==> config.mk <==
export PLATFORM = sky130hd
export DESIGN_NAME = qtsba_ram
export DESIGN_NICKNAME = d
export VERILOG_FILES = /design/src/hw/rtl/qtsba_ram.sv
export SDC_FILE = /design/constraint.sdc
export NUM_CORES = 1
export LEC_CHECK = 0
export ABC_AREA = 1
export BUFFER_PORTS_ARGS = -buffer_cell sky130_fd_sc_hd__buf_2
export CAP_MARGIN = 20
export CELL_PAD_IN_SITES_DETAIL_PLACEMENT = 1
export CELL_PAD_IN_SITES_GLOBAL_PLACEMENT = 1
export CORE_ASPECT_RATIO = 2
export CORE_UTILIZATION = 52
export CTS_CLUSTER_DIAMETER = 200
export CTS_CLUSTER_SIZE = 14
export DETAILED_ROUTE_END_ITERATION = 7
export PLACE_DENSITY = 0.95
export REMOVE_ABC_BUFFERS = 1
export SETUP_SLACK_MARGIN = 0.3
export SLEW_MARGIN = 25
export SYNTH_ARGS = -nofsm -noshare
export SYNTH_HDL_FRONTEND = slang
export SYNTH_SLANG_ARGS = --single-unit
==> constraint.sdc <==
create_clock -name clock -period 3.66 [get_ports clock]
set_input_delay 0.183 -clock clock [delete_from_list [all_inputs] [get_ports clock]]
set_output_delay 0.183 -clock clock [all_outputs]
set_load 0.05 [all_outputs]
==> src/hw/rtl/qtsba_ram.sv <==
// generic single port ram with registered read
`timescale 1ns / 1ps
`default_nettype none
module qtsba_ram #(
   parameter int WIDTH = 8,
   parameter int DEPTH = 16,
   localparam int AW = (DEPTH > 1) ? $clog2(DEPTH) : 1
) (
   input  wire logic             clock,
   input  wire logic             wr_en,
   input  wire logic [AW-1:0]    addr,
   input  wire logic [WIDTH-1:0] wr_data,
   output logic      [WIDTH-1:0] rd_data
);
   logic [WIDTH-1:0] mem [DEPTH];
   always_ff @(posedge clock) begin
      if (wr_en) mem[addr] <= wr_data;
      rd_data <= mem[addr];
   end
endmodule
`default_nettype wire

==> results of run 1 <==
## power by group
part	internal, mW	switching, mW
clock network	1.15	0.701
logic	0.0533	0.201
registers	1.74	0.0119
## worst max-delay path: cells and delay by family
family                 cells  cell delay, ns
buffers and inverters      1            0.56
and+or+nand+nor            2            1.09
## routing by layer
metal | vias to the layer above | track usage [%] | share of wire [%]
met1 | 1971 | 36.09 | 35
met4 | 0 | 21.20 | 6.6
met5 | - | 0 | 0
met3 | 76 | 6.572 | 4.5
met2 | 166 | 53.75 | 54
li1 | 1798 | - | -
## registers in the layout, indices dropped and copies added, names as in the netlist
name     count
mem        128
rd_data      8
## metrics by stage
| step | hold WS, ns | instances | power [mW] | area [µm²] | util [%] |
|---|---|---|---|---|---|
| after floorplan | 0.2819 | 527 | 1.918 | 5477 | - |
| final | 0.1757 | 721 | 3.854 | 6409 | 61.17 |
| after CTS | 0.1687 | 721 | 3.855 | 6409 | 61.17 |
| after detailed placement | 0.6205 | 689 | 2.031 | 5783 | 55.19 |
| after global placement | 0.6053 | 689 | 2.012 | 5783 | 55.19 |
| after global routing | 0.1788 | 721 | 3.936 | 6409 | 61.17 |
## cells in the final DEF, fill, tap and decap left out
master / Yosys / routed
inv_6: 0 / 3
clkinv_1: 1 / 2
clkbuf_1: 3 / 1
nand3_1: 4 / 4
inv_2: 1 / 1
bufinv_16: 0 / 4
buf_4: 6 / 4
clkinv_4: 0 / 3
clkinvlp_4: 0 / 2
nand2_1: 346 / 346
buf_2: 12 / 21
edfxtp_1: 128 / 128
dfxtp_1: 8 / 8
inv_1: 21 / 21
nor2_1: 18 / 18
clkinv_2: 0 / 1
clkbuf_16: 0 / 17
## area by class of cell
| class | count | area (µm²) |
|---|---|---|
| Timing Repair Buffer | 25 | 135.1 |
| Clock buffer | 18 | 429.2 |
| Clock inverter | 14 | 196.4 |
| Tap cell | 137 | 171.4 |
| Inverter | 23 | 86.33 |
| Multi-Input combinational cell | 368 | 1386 |
| Sequential cell | 136 | 4004 |
| Fill cell | 1152 | 4069 |
## how the worst max path moves through the flow
stage | startpoint | to | slack [ns] | cells after the start
finish | addr[1] | mem[15][5] | 1.84 | 3
floorplan | addr[0] | mem[6][0] | 1.91 | 3
global route | addr[1] | mem[11][4] | 1.78 | 3
global placement | addr[0] | mem[4][2] | 1.63 | 5
detailed placement | addr[1] | mem[15][3] | 1.48 | 3
CTS | addr[1] | mem[3][5] | 1.88 | 3
## cell families after synthesis
kind of cell	after synthesis	share of synthesized area (%)
buffers and inverters	44	3.624
flip-flops	136	71.59
AND/OR/NAND/NOR	368	24.79
==> results.cfg, run 1 <==
[run_status]
status = completed

[sta]
fin_ws_ns = 1.844
fmax_mhz = 550.7
min_period_ns = 1.816
rsz0062_at_grt = no
worst_clock_skew_ns = 0.01279
slew_viol_final = 0
hold_viol = 0
fin_crit_sh_pct = 49.62
max_slew_margin_pct = 40.61
setup_violations = 0
setup_tns_ns = 0
tightest_slew_ns = 0.8876

[yosys]
syn_area_per_cell_um2 = 10.21
synth_top_area_cell = edfxtp_1
synth_area_um2 = 5593
synth_top_area_share_pct = 68.72
netlist_instances = 548
synthArstFlopShare_pct = 0
synthFlopType = edfxtp_1
synth.distinct_cells = 11
synth.yosys.warnings = 0
yosysMostFrequentCell = nand2_1
synth_area_leaders = edfxtp_1 (69%), nand2_1 (23%), dfxtp_1 (2.9%)
synth_edf_count = 128
synthTopCellsByCount = nand2_1 (346), edfxtp_1 (128), inv_1 (21)
ys_ff_latch = 136
ys_seq_area_share_pct = 71.59

[drt]
drtIter0Drc = 323
vias = 4011
first_pass_iters = 5
drt_wl_total_um = 15900
wire_per_inst_um = 22.05
drc = 0
viasPerCell = 5.563
antenna_left = 0

[cts]
clock_latency_ns = 0.43
cts_resized = 0
clk_pin_slew_ns = 0.06
clock_path_buffers = 2
cts_root_buffer = clkbuf_16
postCtsSetupBuffers = 0
htree_levels = 4
hold_buffers = 0
cts_tree = built
cts-buffers-inserted = 17
cts_sinks = 136

[final_layout]
area_delta_synth_final_pct = 14.59
layout-drive-gt1-share_pct = 9.589
nNetsFinal = 585
n_antenna_cell = 0

[critical_path]
worstSetupStartpointType = input port
worstPathRequired_ns = 3.71
critPathKind = in -> reg
crit_path_cell_trace = buf_2, nand3_1, nor2_1
slowest_stage = nor2_1
worstSetupEndpointType = flop
critPathArrivalTime_ns = 1.87
max_stage_delay_ns = 0.71
rr_startpoint = mem[3][7]
worstReg2RegEnd = rd_data[7]
reg2reg_depth = 8
regToRegSetupSlack_ns = 2.41
cp_max_fo = 35

[floorplan]
die_y_um = 148.7
die_w_um = 75.34
core_um2 = 10480
ioPinCount = 22
initial_core_util_pct = 53.38
die_area_um2 = 11200
row_count = 53

[global_routing]
overflow = 0
grt_max_degree = 49
grt_pass1_vias = 4389
grt_pass1_wl_um = 24630
antenna_found_initial = 0
grt_usage_pct = 32.27

[power]
powerDensity_nw_per_um2 = 601.4
leakage_nw = 2.745
peakVddDrop_mv = 0.4916

[hold_path]
whs_endpoint = mem[7][0]
hold-path-cell-count = 1
hold_class = in -> reg
hold_path.startpoint = wr_data[0]

[place]
dp_hpwl_um = 9724
gp_congestion = 0.8393
numPortBuffers = 21
dpl_worst_slack_ns = 1.477

[run]
maxCapViolations = 0
No activity file was read; power rests on OpenSTA's default activity.
==> run 2: changes to the inputs <==
--- a/config.mk
+++ b/config.mk
@@ -11,11 +11,11 @@
 export CELL_PAD_IN_SITES_DETAIL_PLACEMENT = 1
 export CELL_PAD_IN_SITES_GLOBAL_PLACEMENT = 1
 export CORE_ASPECT_RATIO = 2
-export CORE_UTILIZATION = 52
+export CORE_UTILIZATION = 48
 export CTS_CLUSTER_DIAMETER = 200
 export CTS_CLUSTER_SIZE = 14
 export DETAILED_ROUTE_END_ITERATION = 7
-export PLACE_DENSITY = 0.95
+export PLACE_DENSITY = 0.9
 export REMOVE_ABC_BUFFERS = 1
 export SETUP_SLACK_MARGIN = 0.3
 export SLEW_MARGIN = 25
==> constraint.sdc (replaced) <==
create_clock -name clock -period 1.8 [get_ports clock]
set_input_delay 0.09 -clock clock [delete_from_list [all_inputs] [get_ports clock]]
set_output_delay 0.09 -clock clock [all_outputs]
set_load 0.05 [all_outputs]
==> run 2 against run 1 <==
Effect of this change: register-to-register slack lost 1.7 ns; combinational power grew 110%; sequential share of layout area shrank 1.7 points.
==> results.cfg, run 2 (synthesis gave the netlist of run 1 again) <==
[run_status]
status = completed

[critical_path]
cp_max_fo = 1
slowest_stage = dfxtp_1
path_buf_inv = 1
crit_path_cell_trace = buf_2
crit_family = flip-flops
max_stage_delay_ns = 0.38
worstSetupEndpointType = output pin
critPathArrivalTime_ns = 1.09
worstSetupStartpointType = flop
worstPathRequired_ns = 1.71
critPathKind = reg -> out

[power]
powerDensity_nw_per_um2 = 1188
peakVddDrop_mv = 1.087
leakage_nw = 2.848

[sta]
max_slew_margin_pct = 42.25
tightest_slew_ns = 0.8630
fin_crit_sh_pct = 65.63
setup_tns_ns = 0
min_period_ns = 1.181
hold_viol = 0
rsz0062_at_grt = no
fmax_mhz = 846.5
setup_violations = 0
worst_clock_skew_ns = 0.008253
slew_viol_final = 0

[global_routing]
grt_pass1_wl_um = 24750
grt_usage_pct = 29.28
overflow = 0
grt_max_degree = 35
grt_pass1_vias = 4488
antenna_found_initial = 0

[final_layout]
layout-drive-gt1-share_pct = 12.73
largest-register = mem
final_common_cell = nand2_1
fillCellCount = 1245
final_cell_area_um2 = 6585
largest_register_ffs = 128
reg_top3 = mem (128), rd_data (8)
ff_latch_area_um2 = 4004
nNetsFinal = 606
multi_input_area_um2 = 1386
final_util_pct = 57.99
final_cells = 747
final_cell_mix = nand2_1 (346), edfxtp_1 (128), buf_4 (24)
n_antenna_cell = 0
area_delta_synth_final_pct = 17.74

[cts]
postCtsSetupBuffers = 0
cts_resized = 0
cts_sinks = 136
clock_latency_ns = 0.42
cts_root_buffer = clkbuf_16
clk_pin_slew_ns = 0.06
cts_tree = built
htree_levels = 4
hold_buffers = 0
cts-buffers-inserted = 17
clock_path_buffers = 2

[drt]
wire_per_inst_um = 21.70
vias = 4015
first_pass_iters = 4
drt_wl_total_um = 16210
antenna_left = 0
drc = 0
drtIter0Drc = 234
viasPerCell = 5.375

[place]
placed_cell_area_um2 = 5959
gp_congestion = 0.8803
numPortBuffers = 21
dp.cells = 715
dp_hpwl_um = 9784

[floorplan]
ioPinCount = 22
core_um2 = 11350
die_area_um2 = 12110
initial_core_util_pct = 49.26
die_y_um = 154.7
row_count = 55
die_w_um = 78.33

[hold_path]
hold_class = in -> reg

[run]
maxCapViolations = 0
==> run 2: final timing paths <==
| path | end | startpoint | slack [ns] | cells past startpoint |
|---|---|---|---|---|
| worst max-delay path | rd_data[6] | rd_data[6] | 0.62 | 1 |
| worst min-delay path | mem[6][6] | wr_data[6] | 0.10 | 1 |
| worst max register to register | rd_data[0] | mem[2][0] | 0.69 | 8 |
| worst min register to register | rd_data[5] | mem[12][5] | 0.73 | 8 |
==> run 2: power breakdown <==
part	internal (mW)	switching (mW)
registers	3.54	0.0248
logic	0.127	0.418
clock network	2.32	1.40
total	5.99	1.84
==> run 2: final cells by class <==
type	instances	area share (%)
Clock buffer	17	6.460
Clock inverter	15	3.040
Inverter	23	1.311
Multi-Input combinational cell	368	21.05
Sequential cell	136	60.80
Tap cell	142	2.698
Timing Repair Buffer	46	4.636
==> run 2: worst reg2reg max path: stages (launching register included) <==
cell and delay (ns):
edfxtp_1 0.42, nand2_1 0.11, nand2_1 0.05, nand2_1 0.07, nand2_1 0.08, nand2_1 0.09
nand2_1 0.06, inv_1 0.07, nand2_1 0.06
==> run 2: metrics by stage <==
step	setup WS, ns	hold slack [ns]	power, mW
4_1_cts	0.6038	0.08680	7.863
2_1_floorplan	0.1452	0.1889	3.901
3_5_place_dp	0.3263	0.5402	4.157
5_1_grt	0.6016	0.09576	8.006
3_3_place_gp	0.3962	0.5289	4.127
6_report	0.6186	0.1043	7.824
==> run 2: routing by layer <==
metal | global-route usage [%] | vias to the layer above | wire (µm)
met5 | 0 | - | 0
met2 | 52.30 | 154 | 8825
li1 | - | 1843 | -
met4 | 20.19 | 0 | 1061
met1 | 30.38 | 1955 | 5675
met3 | 5.192 | 63 | 646
